`src/design/deq_pkg.sv`:
```
// Shared types and constants for the double-ended queue unit.
// Used by the controller, the datapath, the top level and the checker.
`default_nettype none

package deq_pkg;

   // Fixed field widths of the request and response ports
   localparam int CmdWidth    = 3;
   localparam int ValueWidth  = 32;
   localparam int StatusWidth = 2;
   localparam int TotalWidth  = 5;

   // Request command codes
   typedef enum logic [CmdWidth-1:0] {
      CMD_ADD_FRONT    = 3'd0,
      CMD_ADD_BACK     = 3'd1,
      CMD_REMOVE_FRONT = 3'd2,
      CMD_REMOVE_BACK  = 3'd3,
      CMD_CLEAR        = 3'd4
   } cmd_type;

   // Response status codes
   typedef enum logic [StatusWidth-1:0] {
      STATUS_OK    = 2'd0,
      STATUS_EMPTY = 2'd1,
      STATUS_FULL  = 2'd2
   } status_type;

   // Controller states
   typedef enum logic [1:0] {
      ST_IDLE,
      ST_EXEC,
      ST_FETCH,
      ST_REPLY
   } state_type;

   // Controller to datapath commands
   typedef struct packed {
      logic load;   // capture the request
      logic exec;   // apply the request to the ring
      logic fill;   // load the refilled end cache from memory
   } dp_cmd_type;

   // Datapath to controller status
   typedef struct packed {
      logic refill; // the executed remove left elements, fetch the new end
   } dp_stat_type;

endpackage : deq_pkg

`default_nettype wire

```
`src/design/deq_ctrl.sv`:
```
// Controller state machine of the double-ended queue unit.
// Depends on deq_pkg for the state, command and status types.
`default_nettype none

module deq_ctrl (
   input  wire logic                 clock,
   input  wire logic                 reset,
   input  wire logic                 start,
   input  wire deq_pkg::dp_stat_type dp_stat,
   output deq_pkg::dp_cmd_type       dp_cmd,
   output logic                      busy,
   output logic                      rsp_valid
);
   import deq_pkg::*;

   state_type state_ff;
   state_type state_in;

   // Hold the state register
   always_ff @(posedge clock) begin
      if (reset) begin
         state_ff <= ST_IDLE;
      end else begin
         state_ff <= state_in;
      end
   end

   // Sequence one request: capture, execute, optional refill, reply
   always_comb begin
      state_in  = state_ff;
      dp_cmd    = '0;
      busy      = 1'b1;
      rsp_valid = 1'b0;
      case (state_ff)
         ST_IDLE: begin
            busy = 1'b0;
            if (start) begin
               dp_cmd.load = 1'b1;
               state_in    = ST_EXEC;
            end
         end
         ST_EXEC: begin
            dp_cmd.exec = 1'b1;
            state_in    = dp_stat.refill ? ST_FETCH : ST_REPLY;
         end
         ST_FETCH: begin
            dp_cmd.fill = 1'b1;
            state_in    = ST_REPLY;
         end
         ST_REPLY: begin
            rsp_valid = 1'b1;
            state_in  = ST_IDLE;
         end
         default: begin
            state_in = ST_IDLE;
         end
      endcase
   end

endmodule : deq_ctrl

`default_nettype wire

```
`src/design/deq_datapath.sv`:
```
// Datapath of the double-ended queue unit: ring store, head and tail
// indexes, count, cached end values and response registers. Uses deq_pkg.
`default_nettype none

module deq_datapath #(
   parameter int DEPTH      = 16,
   parameter int DATA_WIDTH = 32
) (
   input  wire logic                                clock,
   input  wire logic                                reset,
   input  wire deq_pkg::dp_cmd_type                 dp_cmd,
   output deq_pkg::dp_stat_type                     dp_stat,
   input  wire logic [deq_pkg::CmdWidth-1:0]        req_cmd,
   input  wire logic [deq_pkg::ValueWidth-1:0]      req_value,
   output logic      [deq_pkg::StatusWidth-1:0]     rsp_status,
   output logic      [deq_pkg::ValueWidth-1:0]      rsp_removed_value,
   output logic      [deq_pkg::ValueWidth-1:0]      rsp_front_value,
   output logic      [deq_pkg::ValueWidth-1:0]      rsp_back_value,
   output logic      [deq_pkg::TotalWidth-1:0]      rsp_entry_total,
   output logic                                     rsp_is_empty
);
   import deq_pkg::*;

   localparam int IdxWidth   = $clog2(DEPTH);
   localparam int CntWidth   = $clog2(DEPTH + 1);
   // Only the low 32 bits of an element can ever be nonzero
   localparam int StoreWidth = (DATA_WIDTH < ValueWidth) ? DATA_WIDTH : ValueWidth;
   localparam logic [IdxWidth-1:0] LastIdx  = IdxWidth'(DEPTH - 1);
   localparam logic [CntWidth-1:0] FullCnt  = CntWidth'(DEPTH);
   localparam logic [CntWidth-1:0] OneCnt   = CntWidth'(1);

   function automatic logic [IdxWidth-1:0] idx_inc(input logic [IdxWidth-1:0] idx);
      return (idx == LastIdx) ? '0 : idx + 1'b1;
   endfunction

   function automatic logic [IdxWidth-1:0] idx_dec(input logic [IdxWidth-1:0] idx);
      return (idx == '0) ? LastIdx : idx - 1'b1;
   endfunction

   // Ring store and its registered read port
   logic [StoreWidth-1:0] mem [DEPTH];
   logic [StoreWidth-1:0] rd_data_ff;

   // Captured request
   cmd_type               cmd_ff;
   logic [StoreWidth-1:0] value_ff;

   // Ring control state
   logic [IdxWidth-1:0]   head_ff, head_in;
   logic [IdxWidth-1:0]   tail_ff, tail_in;
   logic [CntWidth-1:0]   count_ff, count_in;

   // Cached end values and response registers
   logic [StoreWidth-1:0] front_ff, front_in;
   logic [StoreWidth-1:0] back_ff, back_in;
   logic [StoreWidth-1:0] removed_ff, removed_in;
   status_type            status_ff, status_in;
   logic                  fill_back_ff, fill_back_in;

   // Memory port controls
   logic                  wr_en;
   logic [IdxWidth-1:0]   wr_addr;
   logic                  rd_en;
   logic [IdxWidth-1:0]   rd_addr;
   logic                  refill;
   logic                  is_full;
   logic                  is_empty;

   assign is_full  = (count_ff == FullCnt);
   assign is_empty = (count_ff == '0);

   // Decode the captured request against the current ring
   always_comb begin
      head_in      = head_ff;
      tail_in      = tail_ff;
      count_in     = count_ff;
      front_in     = front_ff;
      back_in      = back_ff;
      removed_in   = '0;
      status_in    = STATUS_OK;
      fill_back_in = fill_back_ff;
      wr_en        = 1'b0;
      wr_addr      = tail_ff;
      rd_addr      = head_ff;
      refill       = 1'b0;
      case (cmd_ff)
         CMD_ADD_FRONT: begin
            if (is_full) begin
               status_in = STATUS_FULL;
            end else begin
               head_in  = idx_dec(head_ff);
               wr_en    = 1'b1;
               wr_addr  = idx_dec(head_ff);
               count_in = count_ff + 1'b1;
               front_in = value_ff;
               if (is_empty) begin
                  back_in = value_ff;
               end
            end
         end
         CMD_ADD_BACK: begin
            if (is_full) begin
               status_in = STATUS_FULL;
            end else begin
               tail_in  = idx_inc(tail_ff);
               wr_en    = 1'b1;
               wr_addr  = tail_ff;
               count_in = count_ff + 1'b1;
               back_in  = value_ff;
               if (is_empty) begin
                  front_in = value_ff;
               end
            end
         end
         CMD_REMOVE_FRONT: begin
            if (is_empty) begin
               status_in = STATUS_EMPTY;
            end else begin
               removed_in   = front_ff;
               head_in      = idx_inc(head_ff);
               count_in     = count_ff - 1'b1;
               rd_addr      = idx_inc(head_ff);
               refill       = (count_ff != OneCnt);
               fill_back_in = 1'b0;
            end
         end
         CMD_REMOVE_BACK: begin
            if (is_empty) begin
               status_in = STATUS_EMPTY;
            end else begin
               removed_in   = back_ff;
               tail_in      = idx_dec(tail_ff);
               count_in     = count_ff - 1'b1;
               rd_addr      = idx_dec(idx_dec(tail_ff));
               refill       = (count_ff != OneCnt);
               fill_back_in = 1'b1;
            end
         end
         CMD_CLEAR: begin
            head_in  = '0;
            tail_in  = '0;
            count_in = '0;
         end
         default: begin
         end
      endcase
   end

   assign rd_en          = dp_cmd.exec & refill;
   assign dp_stat.refill = refill;

   // Capture the request
   always_ff @(posedge clock) begin
      if (dp_cmd.load) begin
         cmd_ff   <= cmd_type'(req_cmd);
         value_ff <= req_value[StoreWidth-1:0];
      end
   end

   // Advance head, tail and count
   always_ff @(posedge clock) begin
      if (reset) begin
         head_ff  <= '0;
         tail_ff  <= '0;
         count_ff <= '0;
      end else if (dp_cmd.exec) begin
         head_ff  <= head_in;
         tail_ff  <= tail_in;
         count_ff <= count_in;
      end
   end

   // Update cached ends and response fields
   always_ff @(posedge clock) begin
      if (dp_cmd.exec) begin
         front_ff     <= front_in;
         back_ff      <= back_in;
         removed_ff   <= removed_in;
         status_ff    <= status_in;
         fill_back_ff <= fill_back_in;
      end else if (dp_cmd.fill) begin
         if (fill_back_ff) begin
            back_ff <= rd_data_ff;
         end else begin
            front_ff <= rd_data_ff;
         end
      end
   end

   // Write the ring store
   always_ff @(posedge clock) begin
      if (dp_cmd.exec && wr_en) begin
         mem[wr_addr] <= value_ff;
      end
   end

   // Read the new end element after a remove
   always_ff @(posedge clock) begin
      if (rd_en) begin
         rd_data_ff <= mem[rd_addr];
      end
   end

   // Drive the response fields; ends read as zero when empty
   assign rsp_status        = status_ff;
   assign rsp_removed_value = ValueWidth'(removed_ff);
   assign rsp_front_value   = is_empty ? '0 : ValueWidth'(front_ff);
   assign rsp_back_value    = is_empty ? '0 : ValueWidth'(back_ff);
   assign rsp_entry_total   = TotalWidth'(count_ff);
   assign rsp_is_empty      = is_empty;

endmodule : deq_datapath

`default_nettype wire

```
`src/design/double_ended_queue_unit.sv`:
```
// Double-ended queue unit: ring of DEPTH slots with front/back add and remove.
// Each request passes capture, execute and reply, with a fetch step before the
// reply when a remove leaves elements and the new end is read from memory.
// Busy stays high until the reply; a new request is taken only when idle.
// Reset synchronously clears head, tail and count; the store itself is not cleared.
// The response cannot be stalled; it is shown for one cycle.
`default_nettype none

module double_ended_queue_unit #(
   parameter int DEPTH      = 16,
   parameter int DATA_WIDTH = 32
) (
   input  wire logic                            clock,
   input  wire logic                            reset,
   input  wire logic                            start,
   output logic                                 busy,
   input  wire logic [deq_pkg::CmdWidth-1:0]    req_cmd,
   input  wire logic [deq_pkg::ValueWidth-1:0]  req_value,
   output logic                                 rsp_valid,
   output logic      [deq_pkg::StatusWidth-1:0] rsp_status,
   output logic      [deq_pkg::ValueWidth-1:0]  rsp_removed_value,
   output logic      [deq_pkg::ValueWidth-1:0]  rsp_front_value,
   output logic      [deq_pkg::ValueWidth-1:0]  rsp_back_value,
   output logic      [deq_pkg::TotalWidth-1:0]  rsp_entry_total,
   output logic                                 rsp_is_empty
);
   import deq_pkg::*;

   dp_cmd_type  dp_cmd;
   dp_stat_type dp_stat;

   // Sequence each request
   deq_ctrl u_ctrl (
      .clock     (clock),
      .reset     (reset),
      .start     (start),
      .dp_stat   (dp_stat),
      .dp_cmd    (dp_cmd),
      .busy      (busy),
      .rsp_valid (rsp_valid)
   );

   // Hold the ring and the response fields
   deq_datapath #(
      .DEPTH      (DEPTH),
      .DATA_WIDTH (DATA_WIDTH)
   ) u_datapath (
      .clock             (clock),
      .reset             (reset),
      .dp_cmd            (dp_cmd),
      .dp_stat           (dp_stat),
      .req_cmd           (req_cmd),
      .req_value         (req_value),
      .rsp_status        (rsp_status),
      .rsp_removed_value (rsp_removed_value),
      .rsp_front_value   (rsp_front_value),
      .rsp_back_value    (rsp_back_value),
      .rsp_entry_total   (rsp_entry_total),
      .rsp_is_empty      (rsp_is_empty)
   );

endmodule : double_ended_queue_unit

`default_nettype wire

```
`config.mk`:
```
export PLATFORM = sky130hd
export DESIGN_NAME = double_ended_queue_unit
export DESIGN_NICKNAME = d
export VERILOG_FILES = /design/src/design/deq_pkg.sv /design/src/design/deq_ctrl.sv /design/src/design/deq_datapath.sv /design/src/design/double_ended_queue_unit.sv
export SDC_FILE = /design/constraint.sdc
export NUM_CORES = 1
export LEC_CHECK = 0
export BUFFER_PORTS_ARGS = -buffer_cell sky130_fd_sc_hd__buf_2
export CAP_MARGIN = 5
export CELL_PAD_IN_SITES_DETAIL_PLACEMENT = 0
export CELL_PAD_IN_SITES_GLOBAL_PLACEMENT = 1
export CORE_MARGIN = 2
export CORE_UTILIZATION = 50
export DETAILED_ROUTE_END_ITERATION = 16
export GPL_TIMING_DRIVEN = 0
export PLACE_DENSITY = 0.84
export SLEW_MARGIN = 20
export SYNTH_ARGS = -nofsm -noshare
export SYNTH_HDL_FRONTEND = slang
export SYNTH_SLANG_ARGS = --single-unit
```
`constraint.sdc`:
```
create_clock -name clock -period 6.8 [get_ports clock]
set_input_delay 2.04 -clock clock [delete_from_list [all_inputs] [get_ports clock]]
set_output_delay 2.04 -clock clock [all_outputs]
set_load 0.005 [all_outputs]
```
# Word level (Yosys, flattened, before mapping)
# Memory sizes are Yosys's and may differ from the RTL's. A register that Yosys moved wholly into a read port is not among the register bits.
# Index checks and enable logic that the tools add are counted.
[classes]
addsub = 7
n_mul = 0
n_div = 0
n_lt_le_gt_ge = 0
n_eq_ne = 24
n_shift = 0
muxes = 53
bitwise = 1
reduce_logical = 21
[op_table]
columns = ["cell", "count"]
rows = [
  ["32-bit two-way mux", 11],
  ["32-bit case mux with 2 select lines", 3],
  ["4-bit two-way mux", 12],
  ["4-bit case mux with 3 select lines", 2],
  ["1-bit two-way mux", 16],
  ["3-bit != test, second input constant", 5],
  ["5-bit case mux with 3 select lines", 1],
  ["2-bit != test, second input constant", 7],
  ["4-bit logical NOT", 3],
  ["4-bit AND reduction", 3],
  ["6-bit AND reduction", 2],
  ["4-bit by 1-bit subtractor with 4-bit output, second input constant", 3],
  ["5-bit two-way mux", 2],
  ["3-bit nonzero test", 3],
  ["4-bit by 1-bit adder with 4-bit output, second input constant", 2],
  ["4-bit equality test, second input constant", 2],
  ["2-bit case mux with 4 select lines", 1],
  ["4-bit case mux with 2 select lines", 1],
  ["3-bit by 2-bit equality test with 1-bit output, second input constant", 2],
  ["2-bit nonzero test", 3],
  ["5-bit by 1-bit adder with 5-bit output, second input constant", 1],
  ["5-bit equality test, second input constant", 1],
  ["5-bit logical NOT", 1],
  ["5-bit by 1-bit != test with 1-bit output, second input constant", 1],
  ["other kinds (15)", 18],
]
[totals]
reg_bits = 149
latch_bits = 0
ramBits = 512
romBits = 0
n_memories = 1
[memory_table]
columns = ["name", "depth", "word_bits", "rd", "rd_clocked_by_memory_dff", "wr", "line_no", "rtl"]
rows = [
  ["u_datapath.mem", 16, 32, 1, 1, 1, "deq_datapath.sv:41", "logic [StoreWidth-1:0] mem [DEPTH];"],
]

# Depth between registers and ports, before layout
[logic_depth]
word_depth = 6
depth_mapped = 15
depth_no_buf = 10

# Cells and area by module
# From an unflattened synthesis, not the netlist that was laid out.
[unflattened]
hier_cells = 1768
hier_area_um2 = 28210.8
[by_module_without_submodules]
columns = ["module", "n_inst", "cells_each", "area_each_um2", "seq_area_each_um2"]
rows = [
  ["deq_datapath", 1, 1750, 28044.4, 20619.8],
  ["deq_ctrl", 1, 18, 166.4, 40.0],
]

# Least setup slack after synthesis
# No wires, ideal clock.
[synth_path]
path_type = "flip-flop to flip-flop"
start = "reg u_ctrl.state_ff[1]"
end = "reg u_datapath.back_ff[0], enable pin"
setup_ns = 0.470
arrival_ns = 4.597
t_required_ns = 6.330
path_slack_ns = 1.733
path_stages_with_launch = 7
period_less_slack_ns = 5.067
cell_sequence = "dfxtp_1 inv_1 ha_1 buf_1 clkbuf_1 nor2_1 a211oi_1"
[synth_between]
elab_chain_len = 4
elab_cells_between_ends = 11
classes_between = "6 x eq/ne; 2 x mux; 3 x reduce/logical"
[synth_lines]
columns = ["item", "line_no", "rtl"]
rows = [
  ["from (decl)", "deq_ctrl.sv:16", "state_type state_ff;"],
  ["from (signal assigned)", "deq_ctrl.sv:24", "state_ff <= state_in;"],
  ["2-bit by 1-bit equality test with 1-bit output / 2-bit equality test (equally long branches)", "deq_ctrl.sv:34", "case (state_ff)"],
  ["1-bit two-way mux", "deq_ctrl.sv:34", ""],
  ["3-bit != test (no line) / 2-bit nonzero test (equally long branches)", "-", ""],
  ["6-bit AND reduction (no line) *", "-", ""],
  ["to (signal assigned)", "deq_datapath.sv:177", "back_ff <= back_in;"],
  ["to (signal assigned)", "deq_datapath.sv:183", "back_ff <= rd_data_ff;"],
  ["to (decl)", "deq_datapath.sv:55", "logic [StoreWidth-1:0] back_ff, back_in;"],
]
# Mark *: on every way between the ends. The rest lies on a longest branch, timed or not.
# A chain may end at the register's enable or synchronous reset.

# Worst setup path in the final report
[layout_path]
start = "reg u_datapath.count_ff[0] (netlist: u_datapath.rsp_entry_total[0])"
end = "out rsp_back_value[25] (netlist name)"
[layout_between]
elab_chain_len = 2
[layout_lines]
columns = ["item", "line_no", "rtl"]
rows = [
  ["from (decl)", "deq_datapath.sv:51", "logic [CntWidth-1:0] count_ff, count_in;"],
  ["from (signal assigned)", "deq_datapath.sv:169", "count_ff <= count_in;"],
  ["5-bit logical NOT", "deq_datapath.sv:70", "assign is_empty = (count_ff == '0);"],
  ["32-bit two-way mux", "deq_datapath.sv:208", "assign rsp_back_value = is_empty ? '0 : ValueWidth'(back_ff);"],
  ["to (decl)", "double_ended_queue_unit.sv:23", "output logic [deq_pkg::ValueWidth-1:0] rsp_back_value,"],
]
# Every way passes these cells.

==> out/metrics.yaml <==
hold_path:
  hold_path.class: "reg2reg"
route:
  drcViolationCount: 0
  routed_wl_um: 71200
  ant_nets: 0
  avgViaCountPerCell: 6.13
  drt_iter0_drc: 1759
  wl_per_cell_um: 25.2
  vias: 17320
  drtPass1Iterations: 5
cts:
  cts_resized: 0
  cts_htree_levels: 3
  clk_latency_ns: 0.61
  cts_buffers: 70
  cts_root_buf: "clkbuf_16"
  cts_hold_buf: 0
  clk_pin_slew_worst_paths_ns: 0.06
  clock-sinks: 693
  postCtsSetupBuffers: 0
  cts_tree: "built"
  clockBufferDepth: 3
power:
  power.density_nw_per_um2: 384
  p_leak_nw: 11.0
  fin_total_pwr_mw: 12.7
  vdd_drop_max_mv: 0.206
logic_synthesis:
  ys.flop_type: "edfxtp_1"
  synth_cells: 1773
  ys_seq_area_frac: 0.724
  syn_area_um2: 28500
  syn_nets: 1825
  synth.distinct_cells: 79
  synth-edff-count: 678
  syn_avg_cell_area_um2: 16.1
  yosysWarnings: 0
  synth-seq-cells: 693
  async_reset_ff_frac: 0
grt:
  grt_start_max_net_pins: 34
  grt_pass1_wl_um: 106000
  grt_pass1_vias: 17426
  met2_usage: 0.389
  grt_antenna_before_repair: 1
  grt-busiest-layer: "met2"
  grtUsageTotal: 0.239
  gr-usage-met1: 0.317
  grt-ovfl-total: 0
  grtUsageMet3: 0.0503
finish:
  syn2layout_area_growth_pct: 16.1
  nNetsFinal: 2066
  stdcell_count: 2826
  fin_area_um2: 33100
  drive_above_1_share: 0.234
placed_design:
  pre_cts_ws_ns: 2.35
  place_congestion: 0.887
  dpl.hpwl_um: 48700
  placed_area_um2: 30900
  dp.cells: 2698
  place.port_buffers: 143
critical_path:
  required_ns: 4.76
  cp.arrival_ns: 2.98
  cp-end-kind: "output pin"
  cp_max_fo: 10
  path_class: "reg2out"
  startpoint_type: "register"
timing:
  final-setup-viol-count: 0
  drv_slew: 0
  worstMarginPinSlew_ns: 1.09
  worst_clock_skew_ns: 0.0163
  setup_ws_ns: 1.78
  fmax_mhz: 199
  maxSlewHeadroom: 0.267
  finalSetupTns_ns: 0
  rsz0062_at_grt: "no"
  final_hold_viol_count: 0
  min_period_ns: 5.02
  finalCritPeriodShare: 0.738
outcome:
  status: "finished clean"
floorplan:
  chipWidth_um: 243
  die_area_um2: 59000
  rows: 87
  die_y_um: 243
  start_util: 0.506
  core-area_um2: 56400
  boundaryPins: 144
run:
  cap_violations: 0
==> synth_stat cells, types with 3 or more instances <==
library cell | number | area [um2]
buf_1 | 7 | 26.3
mux2i_1 | 39 | 390
ha_1 | 14 | 175
nor3b_1 | 3 | 22.5
o221ai_1 | 32 | 280
o2111ai_1 | 31 | 272
nor2_1 | 58 | 218
a2bb2oi_2 | 30 | 450
buf_2 | 37 | 185
edfxtp_1 | 678 | 20400
buf_12 | 4 | 80.1
o21ai_0 | 47 | 235
nor3_1 | 9 | 45.0
mux2_4 | 10 | 150
nand2_1 | 90 | 338
and2_1 | 66 | 413
buf_4 | 9 | 67.6
a311o_1 | 32 | 320
mux2_2 | 82 | 923
a21oi_1 | 50 | 250
nand3_1 | 9 | 45.0
buf_6 | 10 | 113
dfxtp_1 | 15 | 300
o221a_1 | 30 | 338
inv_1 | 42 | 158
xor2_1 | 3 | 26.3
clkbuf_1 | 65 | 244
o211ai_1 | 123 | 923
nand2b_1 | 5 | 31.3
o31ai_1 | 5 | 37.5
a211oi_1 | 9 | 67.6
nand4_1 | 32 | 200
mux2_1 | 8 | 90.1
o22ai_1 | 35 | 219
==> cell type report <==
class | instances | area (um2)
clock inverter | 31 | 246
multi-input combinational | 902 | 7100
inverter | 44 | 170
timing repair buffer | 169 | 1260
antenna | 3 | 7.51
sequential | 693 | 20700
clock buffer | 94 | 1980
buffer | 134 | 746
fill | 4252 | 23300
tap | 756 | 946
==> critical path, cell delays in order, from the launching register on <==
cell and delay [ns]:
dfxtp_1 0.51, inv_1 0.12, ha_1 0.22, or4b_1 0.17, buf_6 0.16, clkbuf_1 0.41
clkbuf_1 0.39, and2_1 0.25, buf_2 0.14
==> state kept, by name, summed over array words and instances, names as in the netlist, 2 cells and up <==
signal,cells
u_datapath.rsp_removed_value,32
u_datapath.rd_data_ff,32
u_datapath.cmd_ff,3
u_datapath.front_ff,32
u_datapath.rsp_status,2
u_datapath.value_ff,32
u_datapath.back_ff,32
u_datapath.rsp_entry_total,5
u_datapath.head_ff,4
u_ctrl.state_ff,2
u_datapath.tail_ff,4
u_datapath.mem,512
==> metrics by stage <==
stage,hold slack [ns],util
5_1_grt,0.579,0.587
3_3_place_gp,0.526,0.535
4_1_cts,0.569,0.587
3_5_place_dp,0.558,0.548
2_1_floorplan,0.504,-
6_report,0.556,0.587
==> power breakdown <==
part	total, mW	internal [mW]	leakage, nW	switching, mW
clock	3.74	2.16	1.07	1.58
sequential	5.67	5.41	6.28	0.267
combinational	3.30	1.25	3.64	2.05
==> logic make-up after synthesis <==
logic type | synth area share
XOR/XNOR | 0.00233
AO/OA/AOI/OAI | 0.129
buffers and inverters | 0.0321
AND/OR/NAND/NOR | 0.0506
flip-flops | 0.724
multiplexers | 0.0553
adder cells (fa/ha/maj) | 0.00614
==> layout by cell type, fill, tap and decap left out, types with 14 or more instances in the layout <==
master | synthesis | routed
nor2_1 | 58 | 42
o211ai_1 | 123 | 123
o21ai_0 | 47 | 47
edfxtp_1 | 678 | 678
o22ai_1 | 35 | 35
nor2_4 | 0 | 16
clkbuf_1 | 65 | 81
o2111ai_1 | 31 | 31
clkbuf_16 | 0 | 75
and2_1 | 66 | 65
inv_1 | 42 | 42
a311o_1 | 32 | 32
buf_16 | 0 | 14
a2bb2oi_2 | 30 | 30
buf_6 | 10 | 14
o221ai_1 | 32 | 32
dfxtp_1 | 15 | 15
mux2_2 | 82 | 82
clkinv_1 | 0 | 15
nand2_1 | 90 | 90
nand4_1 | 32 | 32
buf_2 | 37 | 180
o221a_1 | 30 | 30
a21oi_1 | 50 | 50
mux2i_1 | 39 | 39
==> final timing paths <==
path,start,end,slack [ns],depth (start not counted)
max,u_datapath.rsp_entry_total[0]$_SDFFE_PP0P_,rsp_back_value[25],1.78,8
max reg2reg,u_datapath.tail_ff[0]$_SDFFE_PP0P_,u_datapath.rd_data_ff[18]$_DFFE_PP_,2.66,10
min,u_ctrl.state_ff[1]$_SDFFE_PP0P_,u_ctrl.state_ff[1]$_SDFFE_PP0P_,0.56,2
min reg2reg,u_ctrl.state_ff[1]$_SDFFE_PP0P_,u_ctrl.state_ff[1]$_SDFFE_PP0P_,0.56,2
==> metal layers <==
metal | routed length (um) | up-vias
met4 | 2360 | 0
met1 | 28400 | 8645
met2 | 34000 | 913
met3 | 6530 | 147
met5 | 0 | -
li1 | - | 7615
Power figures use the tool's default switching activity.
